### src/werq_pkg.sv
// Shared constants, codes and controller/datapath handshake types for the request queue.
`default_nettype none

package werq_pkg;

  // Defaults for the top-level parameters.
  localparam int QUEUE_DEPTH_DEF = 16;
  localparam int TAG_BITS_DEF    = 16;

  // Fixed field widths of the channels.
  localparam int KIND_W   = 2;
  localparam int TAG_W    = 16;
  localparam int OFFSET_W = 64;
  localparam int COUNT_W  = 5;
  localparam int REG_IDX_W = 2;
  localparam int CFG_W    = 5;

  // Request kinds.
  localparam logic [KIND_W-1:0] KIND_PUSH  = 2'd0;
  localparam logic [KIND_W-1:0] KIND_POP   = 2'd1;
  localparam logic [KIND_W-1:0] KIND_FLUSH = 2'd2;

  // Configuration register indexes.
  localparam logic [REG_IDX_W-1:0] REG_ELEVATOR = 2'd0;
  localparam logic [REG_IDX_W-1:0] REG_WINDOW   = 2'd1;
  localparam logic [REG_IDX_W-1:0] REG_LIMIT    = 2'd2;

  // Commands from the controller to the datapath.
  typedef struct packed {
    logic load;      // latch the accepted request
    logic exec;      // decode: push, flush, result defaults, scan setup
    logic scan;      // step the window scan
    logic select;    // settle the chosen entry, head and direction
    logic fetch;     // read the chosen entry
    logic capture;   // take the chosen entry into the result
    logic shift;     // step the compaction behind the chosen entry
    logic pop_end;   // drop one from the fill count
    logic load_out;  // move the result into the output register
  } werq_cmd_t;

  // Status from the datapath to the controller.
  typedef struct packed {
    logic pop_go;
    logic elevator;
    logic scan_done;
    logic shift_done;
    logic out_free;
  } werq_sts_t;

endpackage

`default_nettype wire

### src/werq_in_if.sv
// Request channel: valid/ready handshake with the request fields.
`default_nettype none

interface werq_in_if;
  import werq_pkg::*;

  logic                valid;
  logic                ready;
  logic [KIND_W-1:0]   kind;
  logic [TAG_W-1:0]    request_tag;
  logic                position_known;
  logic [OFFSET_W-1:0] disk_offset;

  modport source (output valid, kind, request_tag, position_known, disk_offset,
                  input ready);
  modport sink   (input valid, kind, request_tag, position_known, disk_offset,
                  output ready);
endinterface

`default_nettype wire

### src/werq_out_if.sv
// Result channel: valid/ready handshake with the result fields.
`default_nettype none

interface werq_out_if;
  import werq_pkg::*;

  logic                valid;
  logic                ready;
  logic                done_ok;
  logic [TAG_W-1:0]    out_tag;
  logic                out_position_known;
  logic [OFFSET_W-1:0] out_offset;
  logic [COUNT_W-1:0]  fill_level;
  logic                heading_up;
  logic [COUNT_W-1:0]  dropped_count;

  modport source (output valid, done_ok, out_tag, out_position_known, out_offset,
                         fill_level, heading_up, dropped_count,
                  input ready);
  modport sink   (input valid, done_ok, out_tag, out_position_known, out_offset,
                        fill_level, heading_up, dropped_count,
                  output ready);
endinterface

`default_nettype wire

### src/werq_cfg_if.sv
// Configuration write channel: valid/ready with register index and write data.
`default_nettype none

interface werq_cfg_if;
  import werq_pkg::*;

  logic                 valid;
  logic                 ready;
  logic [REG_IDX_W-1:0] reg_index;
  logic [CFG_W-1:0]     wdata;

  modport source (output valid, reg_index, wdata, input ready);
  modport sink   (input valid, reg_index, wdata, output ready);
endinterface

`default_nettype wire

### src/werq_ram.sv
// Generic single-write, single-read RAM with registered read data.
`default_nettype none

module werq_ram #(
  parameter int WIDTH = 8,
  parameter int DEPTH = 16
) (
  input  wire logic                     clk,
  input  wire logic                     we,
  input  wire logic [$clog2(DEPTH)-1:0] waddr,
  input  wire logic [WIDTH-1:0]         wdata,
  input  wire logic [$clog2(DEPTH)-1:0] raddr,
  output logic      [WIDTH-1:0]         rdata
);

  logic [WIDTH-1:0] mem [DEPTH];

  always_ff @(posedge clk) begin
    if (we) begin
      mem[waddr] <= wdata;
    end
    rdata <= mem[raddr];
  end

endmodule

`default_nettype wire

### src/werq_ctrl.sv
// Controller state machine sequencing each request through the datapath.
`default_nettype none

module werq_ctrl (
  input  wire logic                clk,
  input  wire logic                rst,
  input  wire logic                in_valid,
  output logic                     in_ready,
  input  wire werq_pkg::werq_sts_t sts,
  output werq_pkg::werq_cmd_t      cmd
);
  import werq_pkg::*;

  localparam logic [2:0] S_IDLE    = 3'd0;
  localparam logic [2:0] S_EXEC    = 3'd1;
  localparam logic [2:0] S_SCAN    = 3'd2;
  localparam logic [2:0] S_SELECT  = 3'd3;
  localparam logic [2:0] S_FETCH   = 3'd4;
  localparam logic [2:0] S_CAPTURE = 3'd5;
  localparam logic [2:0] S_SHIFT   = 3'd6;
  localparam logic [2:0] S_DONE    = 3'd7;

  logic [2:0] state;
  logic [2:0] state_next;

  assign in_ready = (state == S_IDLE);

  always_comb begin
    cmd        = '0;
    state_next = state;
    unique case (state)
      S_IDLE: begin
        if (in_valid) begin
          cmd.load   = 1'b1;
          state_next = S_EXEC;
        end
      end
      S_EXEC: begin
        cmd.exec = 1'b1;
        if (sts.pop_go) begin
          state_next = sts.elevator ? S_SCAN : S_FETCH;
        end else begin
          state_next = S_DONE;
        end
      end
      S_SCAN: begin
        cmd.scan = 1'b1;
        if (sts.scan_done) begin
          state_next = S_SELECT;
        end
      end
      S_SELECT: begin
        cmd.select = 1'b1;
        state_next = S_FETCH;
      end
      S_FETCH: begin
        cmd.fetch  = 1'b1;
        state_next = S_CAPTURE;
      end
      S_CAPTURE: begin
        cmd.capture = 1'b1;
        state_next  = S_SHIFT;
      end
      S_SHIFT: begin
        cmd.shift = 1'b1;
        if (sts.shift_done) begin
          cmd.pop_end = 1'b1;
          state_next  = S_DONE;
        end
      end
      S_DONE: begin
        // Wait here only while the previous result is still unread.
        if (sts.out_free) begin
          cmd.load_out = 1'b1;
          state_next   = S_IDLE;
        end
      end
      default: begin
        state_next = S_IDLE;
      end
    endcase
  end

  always_ff @(posedge clk) begin
    if (rst) begin
      state <= S_IDLE;
    end else begin
      state <= state_next;
    end
  end

endmodule

`default_nettype wire

### src/werq_dp.sv
// Datapath: queue storage, fill count, head position, window scan and compaction.
`default_nettype none

module werq_dp #(
  parameter int QUEUE_DEPTH = werq_pkg::QUEUE_DEPTH_DEF,
  parameter int TAG_BITS    = werq_pkg::TAG_BITS_DEF
) (
  input  wire logic                          clk,
  input  wire logic                          rst,
  input  wire werq_pkg::werq_cmd_t           cmd,
  output werq_pkg::werq_sts_t                sts,
  input  wire logic [werq_pkg::KIND_W-1:0]   req_kind,
  input  wire logic [werq_pkg::TAG_W-1:0]    req_tag,
  input  wire logic                          req_known,
  input  wire logic [werq_pkg::OFFSET_W-1:0] req_offset,
  werq_out_if.source                         rsp,
  werq_cfg_if.sink                           cfg
);
  import werq_pkg::*;

  localparam int IDX_W  = $clog2(QUEUE_DEPTH);
  localparam int OCC_W  = $clog2(QUEUE_DEPTH + 1);
  localparam int KEEP_W = (TAG_BITS < TAG_W) ? TAG_BITS : TAG_W;
  localparam int ENT_W  = 1 + OFFSET_W + KEEP_W;
  localparam int CMP_W  = (OCC_W > CFG_W) ? OCC_W : CFG_W;

  // Configuration registers.
  logic             elevator_enable;
  logic [CFG_W-1:0] scan_window;
  logic [CFG_W-1:0] queue_limit;

  // Queue state.
  logic [OCC_W-1:0]    occupancy;
  logic [OFFSET_W-1:0] head_offset;
  logic                moving_up;

  // Latched request.
  logic [KIND_W-1:0]   item_kind;
  logic [KEEP_W-1:0]   item_tag;
  logic                item_known;
  logic [OFFSET_W-1:0] item_offset;

  // Scan state.
  logic [OCC_W-1:0]    scan_addr;
  logic [IDX_W-1:0]    scan_idx;
  logic                scan_pend;
  logic                fit_found;
  logic [IDX_W-1:0]    fit_idx;
  logic [OFFSET_W-1:0] fit_pos;
  logic                ext_found;
  logic [IDX_W-1:0]    ext_idx;
  logic [OFFSET_W-1:0] ext_pos;

  // Removal state.
  logic [IDX_W-1:0] sel;
  logic [OCC_W-1:0] rd_ptr;
  logic [IDX_W-1:0] wr_ptr;
  logic             shift_pend;

  // Result being built.
  logic                res_ok;
  logic [KEEP_W-1:0]   res_tag;
  logic                res_known;
  logic [OFFSET_W-1:0] res_off;
  logic [COUNT_W-1:0]  res_drop;

  // Output register.
  logic                out_valid;
  logic                out_ok;
  logic [KEEP_W-1:0]   out_tag;
  logic                out_known;
  logic [OFFSET_W-1:0] out_off;
  logic [COUNT_W-1:0]  out_fill;
  logic                out_up;
  logic [COUNT_W-1:0]  out_drop;

  // RAM ports.
  logic             ram_we;
  logic [IDX_W-1:0] ram_waddr;
  logic [ENT_W-1:0] ram_wdata;
  logic [IDX_W-1:0] ram_raddr;
  logic [ENT_W-1:0] ram_rdata;

  logic                ent_known;
  logic [OFFSET_W-1:0] ent_off;
  logic [KEEP_W-1:0]   ent_tag;

  logic push_ok;
  logic is_push;
  logic is_flush;
  logic scan_more;
  logic shift_more;
  logic fit_hit;
  logic fit_better;
  logic ext_better;

  assign ent_known = ram_rdata[ENT_W-1];
  assign ent_off   = ram_rdata[KEEP_W +: OFFSET_W];
  assign ent_tag   = ram_rdata[KEEP_W-1:0];

  assign is_push  = (item_kind == KIND_PUSH);
  assign is_flush = (item_kind == KIND_FLUSH);
  assign push_ok  = (CMP_W'(occupancy) < CMP_W'(queue_limit)) &&
                    (occupancy < OCC_W'(QUEUE_DEPTH));

  // The window covers the occupied entries up to the scan window.
  assign scan_more  = (CMP_W'(scan_addr) < CMP_W'(occupancy)) &&
                      (CMP_W'(scan_addr) < CMP_W'(scan_window));
  assign shift_more = (rd_ptr < occupancy);

  assign fit_hit    = moving_up ? (ent_off >= head_offset) : (ent_off <= head_offset);
  assign fit_better = !fit_found || (moving_up ? (ent_off < fit_pos) : (ent_off > fit_pos));
  assign ext_better = !ext_found || (moving_up ? (ent_off > ext_pos) : (ent_off < ext_pos));

  assign sts.pop_go     = (item_kind == KIND_POP) && (occupancy != '0);
  assign sts.elevator   = elevator_enable;
  assign sts.scan_done  = !scan_more && !scan_pend;
  assign sts.shift_done = !shift_more && !shift_pend;
  assign sts.out_free   = !out_valid || rsp.ready;

  assign ram_we = (cmd.exec && is_push && push_ok) || (cmd.shift && shift_pend);

  always_comb begin
    if (cmd.shift) begin
      ram_waddr = wr_ptr;
      ram_wdata = ram_rdata;
    end else begin
      ram_waddr = occupancy[IDX_W-1:0];
      ram_wdata = {item_known, item_offset, item_tag};
    end
  end

  always_comb begin
    priority if (cmd.fetch) begin
      ram_raddr = sel;
    end else if (cmd.shift) begin
      ram_raddr = rd_ptr[IDX_W-1:0];
    end else begin
      ram_raddr = scan_addr[IDX_W-1:0];
    end
  end

  werq_ram #(
    .WIDTH (ENT_W),
    .DEPTH (QUEUE_DEPTH)
  ) u_ram (
    .clk   (clk),
    .we    (ram_we),
    .waddr (ram_waddr),
    .wdata (ram_wdata),
    .raddr (ram_raddr),
    .rdata (ram_rdata)
  );

  assign cfg.ready = 1'b1;

  always_ff @(posedge clk) begin
    if (rst) begin
      elevator_enable <= 1'b0;
      scan_window     <= CFG_W'(16);
      queue_limit     <= CFG_W'(16);
    end else if (cfg.valid) begin
      unique case (cfg.reg_index)
        REG_ELEVATOR: elevator_enable <= cfg.wdata[0];
        REG_WINDOW:   scan_window     <= cfg.wdata;
        REG_LIMIT:    queue_limit     <= cfg.wdata;
        default:      ;
      endcase
    end
  end

  // Latch the accepted request; an offset without a position is kept as zero.
  always_ff @(posedge clk) begin
    if (cmd.load) begin
      item_kind   <= req_kind;
      item_tag    <= req_tag[KEEP_W-1:0];
      item_known  <= req_known;
      item_offset <= req_known ? req_offset : '0;
    end
  end

  always_ff @(posedge clk) begin
    if (rst) begin
      occupancy   <= '0;
      head_offset <= '0;
      moving_up   <= 1'b1;
      scan_pend   <= 1'b0;
      fit_found   <= 1'b0;
      ext_found   <= 1'b0;
      shift_pend  <= 1'b0;
    end else begin
      if (cmd.exec) begin
        scan_addr <= '0;
        scan_pend <= 1'b0;
        fit_found <= 1'b0;
        ext_found <= 1'b0;
        sel       <= '0;
        res_ok    <= (is_push && push_ok) || is_flush;
        res_tag   <= '0;
        res_known <= 1'b0;
        res_off   <= '0;
        res_drop  <= is_flush ? COUNT_W'(occupancy) : '0;
        if (is_push && push_ok) begin
          occupancy <= occupancy + OCC_W'(1);
        end else if (is_flush) begin
          occupancy <= '0;
        end
      end

      if (cmd.scan) begin
        // Reads run ahead of the comparison: each returned entry is compared in the cycle after its read.
        scan_pend <= scan_more;
        if (scan_more) begin
          scan_addr <= scan_addr + OCC_W'(1);
          scan_idx  <= scan_addr[IDX_W-1:0];
        end
        if (scan_pend && ent_known) begin
          if (fit_hit && fit_better) begin
            fit_found <= 1'b1;
            fit_idx   <= scan_idx;
            fit_pos   <= ent_off;
          end
          if (ext_better) begin
            ext_found <= 1'b1;
            ext_idx   <= scan_idx;
            ext_pos   <= ent_off;
          end
        end
      end

      if (cmd.select) begin
        if (fit_found) begin
          sel         <= fit_idx;
          head_offset <= fit_pos;
        end else if (ext_found) begin
          sel         <= ext_idx;
          head_offset <= ext_pos;
          moving_up   <= !moving_up;
        end else begin
          // Nothing positioned in the window: take the front, still turn around.
          sel       <= '0;
          moving_up <= !moving_up;
        end
      end

      if (cmd.fetch) begin
        rd_ptr     <= OCC_W'(sel) + OCC_W'(1);
        wr_ptr     <= sel;
        shift_pend <= 1'b0;
      end

      if (cmd.capture) begin
        res_ok    <= 1'b1;
        res_tag   <= ent_tag;
        res_known <= ent_known;
        res_off   <= ent_off;
      end

      if (cmd.shift) begin
        shift_pend <= shift_more;
        if (shift_more) begin
          rd_ptr <= rd_ptr + OCC_W'(1);
        end
        if (shift_pend) begin
          wr_ptr <= wr_ptr + IDX_W'(1);
        end
      end

      if (cmd.pop_end) begin
        occupancy <= occupancy - OCC_W'(1);
      end
    end
  end

  always_ff @(posedge clk) begin
    if (rst) begin
      out_valid <= 1'b0;
    end else if (cmd.load_out) begin
      out_valid <= 1'b1;
    end else if (rsp.ready) begin
      out_valid <= 1'b0;
    end
  end

  always_ff @(posedge clk) begin
    if (cmd.load_out) begin
      out_ok    <= res_ok;
      out_tag   <= res_tag;
      out_known <= res_known;
      out_off   <= res_off;
      out_fill  <= COUNT_W'(occupancy);
      out_up    <= moving_up;
      out_drop  <= res_drop;
    end
  end

  assign rsp.valid              = out_valid;
  assign rsp.done_ok            = out_ok;
  assign rsp.out_tag            = TAG_W'(out_tag);
  assign rsp.out_position_known = out_known;
  assign rsp.out_offset         = out_off;
  assign rsp.fill_level         = out_fill;
  assign rsp.heading_up         = out_up;
  assign rsp.dropped_count      = out_drop;

endmodule

`default_nettype wire

### src/windowed_elevator_request_queue_top.sv
// Top level of the windowed elevator request queue.
// Requests enter one at a time: a push appends a tagged entry, a pop removes one
// entry (the front one, or in elevator mode the best one among the front
// scan_window entries for the current head position and sweep direction), and
// a flush empties the queue; each request returns exactly one result. Entries
// live in a single RAM with one read and one write port, and that read port
// sets the pace: a push, a flush, a pop of an empty queue or an unknown kind
// is decoded and returns its result; a first-in first-out pop reads the front
// entry and then moves each entry behind it up a slot through that port; an
// elevator pop first reads the front entries, the smaller of fill and window,
// to choose one. A new request is accepted while the previous result still
// waits in the output register; the block holds only when a second result is
// ready before the first was taken. Configuration writes are always taken and
// are meant for moments when no request is in progress.
`default_nettype none

module windowed_elevator_request_queue_top #(
  parameter int QUEUE_DEPTH = werq_pkg::QUEUE_DEPTH_DEF,
  parameter int TAG_BITS    = werq_pkg::TAG_BITS_DEF
) (
  input wire logic   clk,
  input wire logic   rst,
  werq_in_if.sink    req,
  werq_out_if.source rsp,
  werq_cfg_if.sink   cfg
);
  import werq_pkg::*;

  werq_cmd_t cmd;
  werq_sts_t sts;

  werq_ctrl u_ctrl (
    .clk      (clk),
    .rst      (rst),
    .in_valid (req.valid),
    .in_ready (req.ready),
    .sts      (sts),
    .cmd      (cmd)
  );

  werq_dp #(
    .QUEUE_DEPTH (QUEUE_DEPTH),
    .TAG_BITS    (TAG_BITS)
  ) u_dp (
    .clk        (clk),
    .rst        (rst),
    .cmd        (cmd),
    .sts        (sts),
    .req_kind   (req.kind),
    .req_tag    (req.request_tag),
    .req_known  (req.position_known),
    .req_offset (req.disk_offset),
    .rsp        (rsp),
    .cfg        (cfg)
  );

endmodule

`default_nettype wire

### src/flat_wrapper.sv
// flat-port wrapper written by rule: the top's interface ports become plain ports
module windowed_elevator_request_queue_top_flat import werq_pkg::*;
#(
  parameter int QUEUE_DEPTH = werq_pkg::QUEUE_DEPTH_DEF,
  parameter int TAG_BITS    = werq_pkg::TAG_BITS_DEF
)
  (clk, rst, req_valid, req_kind, req_request_tag, req_position_known, req_disk_offset, req_ready, rsp_valid, rsp_done_ok, rsp_out_tag, rsp_out_position_known, rsp_out_offset, rsp_fill_level, rsp_heading_up, rsp_dropped_count, rsp_ready, cfg_valid, cfg_reg_index, cfg_wdata, cfg_ready);
  werq_in_if req_i ();
  werq_out_if rsp_i ();
  werq_cfg_if cfg_i ();
  input wire logic clk;
  input wire logic rst;
  input wire logic [$bits(req_i.valid)-1:0] req_valid;
  input wire logic [$bits(req_i.kind)-1:0] req_kind;
  input wire logic [$bits(req_i.request_tag)-1:0] req_request_tag;
  input wire logic [$bits(req_i.position_known)-1:0] req_position_known;
  input wire logic [$bits(req_i.disk_offset)-1:0] req_disk_offset;
  output wire logic [$bits(req_i.ready)-1:0] req_ready;
  output wire logic [$bits(rsp_i.valid)-1:0] rsp_valid;
  output wire logic [$bits(rsp_i.done_ok)-1:0] rsp_done_ok;
  output wire logic [$bits(rsp_i.out_tag)-1:0] rsp_out_tag;
  output wire logic [$bits(rsp_i.out_position_known)-1:0] rsp_out_position_known;
  output wire logic [$bits(rsp_i.out_offset)-1:0] rsp_out_offset;
  output wire logic [$bits(rsp_i.fill_level)-1:0] rsp_fill_level;
  output wire logic [$bits(rsp_i.heading_up)-1:0] rsp_heading_up;
  output wire logic [$bits(rsp_i.dropped_count)-1:0] rsp_dropped_count;
  input wire logic [$bits(rsp_i.ready)-1:0] rsp_ready;
  input wire logic [$bits(cfg_i.valid)-1:0] cfg_valid;
  input wire logic [$bits(cfg_i.reg_index)-1:0] cfg_reg_index;
  input wire logic [$bits(cfg_i.wdata)-1:0] cfg_wdata;
  output wire logic [$bits(cfg_i.ready)-1:0] cfg_ready;
  assign req_i.valid = req_valid;
  assign req_i.kind = req_kind;
  assign req_i.request_tag = req_request_tag;
  assign req_i.position_known = req_position_known;
  assign req_i.disk_offset = req_disk_offset;
  assign req_ready = req_i.ready;
  assign rsp_valid = rsp_i.valid;
  assign rsp_done_ok = rsp_i.done_ok;
  assign rsp_out_tag = rsp_i.out_tag;
  assign rsp_out_position_known = rsp_i.out_position_known;
  assign rsp_out_offset = rsp_i.out_offset;
  assign rsp_fill_level = rsp_i.fill_level;
  assign rsp_heading_up = rsp_i.heading_up;
  assign rsp_dropped_count = rsp_i.dropped_count;
  assign rsp_i.ready = rsp_ready;
  assign cfg_i.valid = cfg_valid;
  assign cfg_i.reg_index = cfg_reg_index;
  assign cfg_i.wdata = cfg_wdata;
  assign cfg_ready = cfg_i.ready;
  windowed_elevator_request_queue_top #(.QUEUE_DEPTH(QUEUE_DEPTH), .TAG_BITS(TAG_BITS)) u_core (.clk(clk), .rst(rst), .req(req_i), .rsp(rsp_i), .cfg(cfg_i));
endmodule
### config.mk
export PLATFORM = sky130hd
export DESIGN_NAME = windowed_elevator_request_queue_top_flat
export DESIGN_NICKNAME = d
export VERILOG_FILES = /design/src/werq_pkg.sv /design/src/werq_in_if.sv /design/src/werq_out_if.sv /design/src/werq_cfg_if.sv /design/src/werq_ram.sv /design/src/werq_ctrl.sv /design/src/werq_dp.sv /design/src/windowed_elevator_request_queue_top.sv /design/src/flat_wrapper.sv
export SDC_FILE = /design/constraint.sdc
export NUM_CORES = 2
export LEC_CHECK = 0
export BUFFER_PORTS_ARGS = -buffer_cell sky130_fd_sc_hd__buf_2
export CELL_PAD_IN_SITES_DETAIL_PLACEMENT = 1
export CELL_PAD_IN_SITES_GLOBAL_PLACEMENT = 2
export CORE_ASPECT_RATIO = 1.75
export CORE_MARGIN = 4
export CORE_UTILIZATION = 51
export CTS_CLUSTER_SIZE = 40
export DETAILED_ROUTE_END_ITERATION = 10
export PLACE_DENSITY_LB_ADDON = 0.1
export SLEW_MARGIN = 30
export SYNTH_ARGS = -nofsm -noshare
export SYNTH_HDL_FRONTEND = slang
export SYNTH_SLANG_ARGS = --single-unit
### constraint.sdc
create_clock -name clk -period 15.83 [get_ports clk]
set_clock_uncertainty 0.15 [all_clocks]
set_input_delay 2.3745 -clock clk [delete_from_list [all_inputs] [get_ports clk]]
set_output_delay 2.3745 -clock clk [all_outputs]
set_load 0.02 [all_outputs]
==> impl_results.md <==
- Critical Path Start Type: register
- Placed Area: 79,000 sq um
- Syn nets: 4,625
- Core Area: 147,000 sq um
- FF-to-FF Start: u_core.u_ctrl.state[2]
- Vias in the first global route: 42,400
- Worst hold path class: register to register
- Total wire length: 191,000 um
- # clock sinks: 1,887
- Critical path class: register to register
- Total CTS buffers: 168
- Yosys top cell by area: edfxtp_1
- Status: finished clean
- 1st-iter DRT viols: 3,032
- Slew HR: 29.9%
- Highest Signal Layer: met4
- Syn_area_per_cell: 17.5 sq um
- Syn Inst Count: 4,316
- Final instance area: 84,700 sq um
- Largest net degree at the start of global routing: 163
- CP Data Arrival Time: 5340 ps
- FFs w/ async S/R, synth: 0%
- Post-Syn Area: 75,500 sq um
- CP endpoint kind: register
- Peak VDD IR: 0.000142 V
- Chip width: 299 um
- RD Place Congestion: 0.797
- Synth cell types: 72
- Max Clock Freq: 197 MHz
- TritonCTS clock tree: built
- Hold_buf cts: 0
- Clk Latency, worst-skew pair: 810 ps
- WL per Instance: 28.6 um
- Worst r2r dst: u_core.u_dp.u_ram.mem[1][75]
- Detailed Place HPWL: 108,000 um
- PortBufs: 189
- Worst slew pin tran: 1050 ps
- DR WL met3: 10,900 um
- CP max-delay cell: buf_4
- Final Hold Vio Count: 0
- Fillers: 13,200
- Path depth of the worst reg2reg path: 9
- WHS Endpoint: u_core.u_dp.rsp.out_offset[57]
- Sequential area share after synthesis: 72.8%
- Row count: 186
- Die height: 517 um
- Total number of H-tree levels: 4
- Final Core Density: 57.6%
- Number of synthesized flops with an enable pin: 1,717
- Io pins: 191
- Vias: 39,500
- Critical-path cell list: inv_1 > nor2_4 > buf_4 > nand2_1 > o2bb2ai_1 > nand2_1 > nor2_4 > buf_4 > buf_4
- Area contributors post-synth: edfxtp_1 (68%), mux4_2 (9.7%), dfxtp_1 (4.5%), ha_1 (3.5%), mux2i_1 (2.1%)
- Main flop type after synthesis: edfxtp_1
- Most frequent cells in the layout: edfxtp_1 (1,717), mux4_2 (324), nand2_1 (319)
- # setup viols final: 0
- Die Area: 155,000 sq um
- Final cycle utilization of the critical path: 32.1%
- DR pass1 iterations: 5
- Vias per Instance: 5.91
- First-pass GRT wire length: 282,000 um
- Register bit total from synthesis: 1,887
- Wl on met1: 75,500 um
- Post-cts repair resize count: 0
- Final ANT Viol Nets: 0
- Crit-path leading delay family: buffers and inverters
- Initial core utilization: 51.4%
- Hold Path Depth: 0
- Fin crit period: 5080 ps
- Met2 wire length: 99,200 um
- Critical path buffers and inverters: 4
- Clk slew on worst S/H paths: 60 ps
- Commonest non-fill, non-tap cell in the layout: edfxtp_1
- Antenna violations before repair: 14
- Nets: 4,867
- Power per cell area: 163 nW/um^2
- Max_cap viols: 0
- Synthesis Warnings: 0
- Root Buffer: clkbuf_16
- Hold Startpoint: u_core.u_dp.res_off[57]
- GRT Total Usage: 25.0%
- Top cell by count, worst path: buf_4
- Yosys top cell area share: 68.2%
- CP required: 16,090 ps
- Final Max Tran Viols: 0
- Pleak: 29.0 nW
- CP Max Fanout: 48
- Hold Slack: 268 ps
- Final TNS setup: 0 ps
- Slowest cell delay on critical path: 830 ps
- Overflow after GRT: 0
- Clk buf depth: 3
- Synth-to-Final Area Change: 12.1%
- Unrepaired setup endpoints after global routing: false
- Share of cells above drive strength 1: 19.0%
- Post-CTS Repair Setup Buffers: 0
- R2r setup slk: 10,750 ps
- DRC viols: 0
==> worst max path at each step <==
stage,startpoint,to,cells past startpoint
floorplan,rst,u_core.u_dp.res_known,4
global placement,u_core.u_ctrl.state[0],u_core.u_dp.u_ram.rdata[36],10
detailed placement,u_core.u_ctrl.state[0],u_core.u_dp.u_ram.rdata[26],10
CTS,u_core.u_ctrl.state[0],u_core.u_dp.u_ram.rdata[26],10
global route,u_core.u_ctrl.state[2],u_core.u_dp.u_ram.mem[1][74],9
finish,u_core.u_ctrl.state[2],u_core.u_dp.u_ram.mem[1][75],9
==> Yosys cell counts (all sizes together) (2+ instances only) <==
cell type,count
a2111oi,2
a211o,3
a211oi,161
a21o,41
a21oi,170
a221o,4
a221oi,9
a22oi,4
a311oi,3
a31oi,10
and2,73
and3,85
and4,5
buf,75
clkbuf,125
dfxtp,170
edfxtp,1717
ha,214
inv,209
mux2i,162
mux4,324
nand2,319
nand2b,8
nand3,32
nand3b,3
nand4,40
nor2,145
nor2b,92
nor3,17
nor3b,2
nor4,9
nor4b,3
o211ai,6
o21ai,37
o311a,2
o31a,2
o31ai,2
or2,2
or3,3
or4,5
xnor2,2
xor2,3
==> cell families after synthesis <==
family                   after synthesis  synth area share (%)
AO/OA/AOI/OAI                        468                  4.04
XOR/XNOR                               5                0.0580
buffers and inverters                409                  2.33
adder cells (fa/ha/maj)              214                  3.54
AND/OR/NAND/NOR                      845                  5.44
multiplexers                         487                  11.8
flip-flops                          1887                  72.8
other                                  1               0.00496
==> layout make-up <==
type	instances	area [sq um]	share of cell area, %
sequential	1887	55000	64.9
multi-input combinational	2020	19100	22.5
clock buffer	217	4530	5.35
tap	1974	2470	2.92
timing repair buffer	272	1800	2.13
clock inverter	99	1060	1.25
inverter	209	785	0.926
antenna	2	5.00	0.00591
==> power by group <==
part	switching, mW	internal, mW	total (mW)	leakage [nW]
Sequential	0.410	6.06	6.47	17.0
Combinational	1.87	1.30	3.17	9.32
Clock	1.83	2.33	4.17	2.73
==> flip-flops by register name, indices dropped and copies added (netlist names), 16 cells and up <==
register	count
u_core.u_dp.u_ram.mem	1296
u_core.u_dp.u_ram.rdata	81
u_core.u_dp.ext_pos	64
u_core.u_dp.fit_pos	64
u_core.u_dp.head_offset	64
u_core.u_dp.item_offset	64
u_core.u_dp.res_off	64
u_core.u_dp.rsp.out_offset	64
u_core.u_dp.item_tag	16
u_core.u_dp.res_tag	16
u_core.u_dp.rsp.out_tag	16
==> per-stage QoR <==
step                std cells  worst slack, ps  total power, mW
floorplan                4316             8640             8.65
global placement         6353            10120             9.66
detailed placement       6358            10070             9.78
CTS                      6674             9950             14.0
global route             6679            10480             14.5
finish                   6680            10750             13.8
==> routing by layer <==
metal | track usage [%] | up-vias
met4 | 7.15 | 0
met1 | 32.1 | 20700
li1 | - | 17400
met5 | 0 | -
met3 | 4.02 | 265
met2 | 44.2 | 1153
Power figures use the tool's default switching activity.
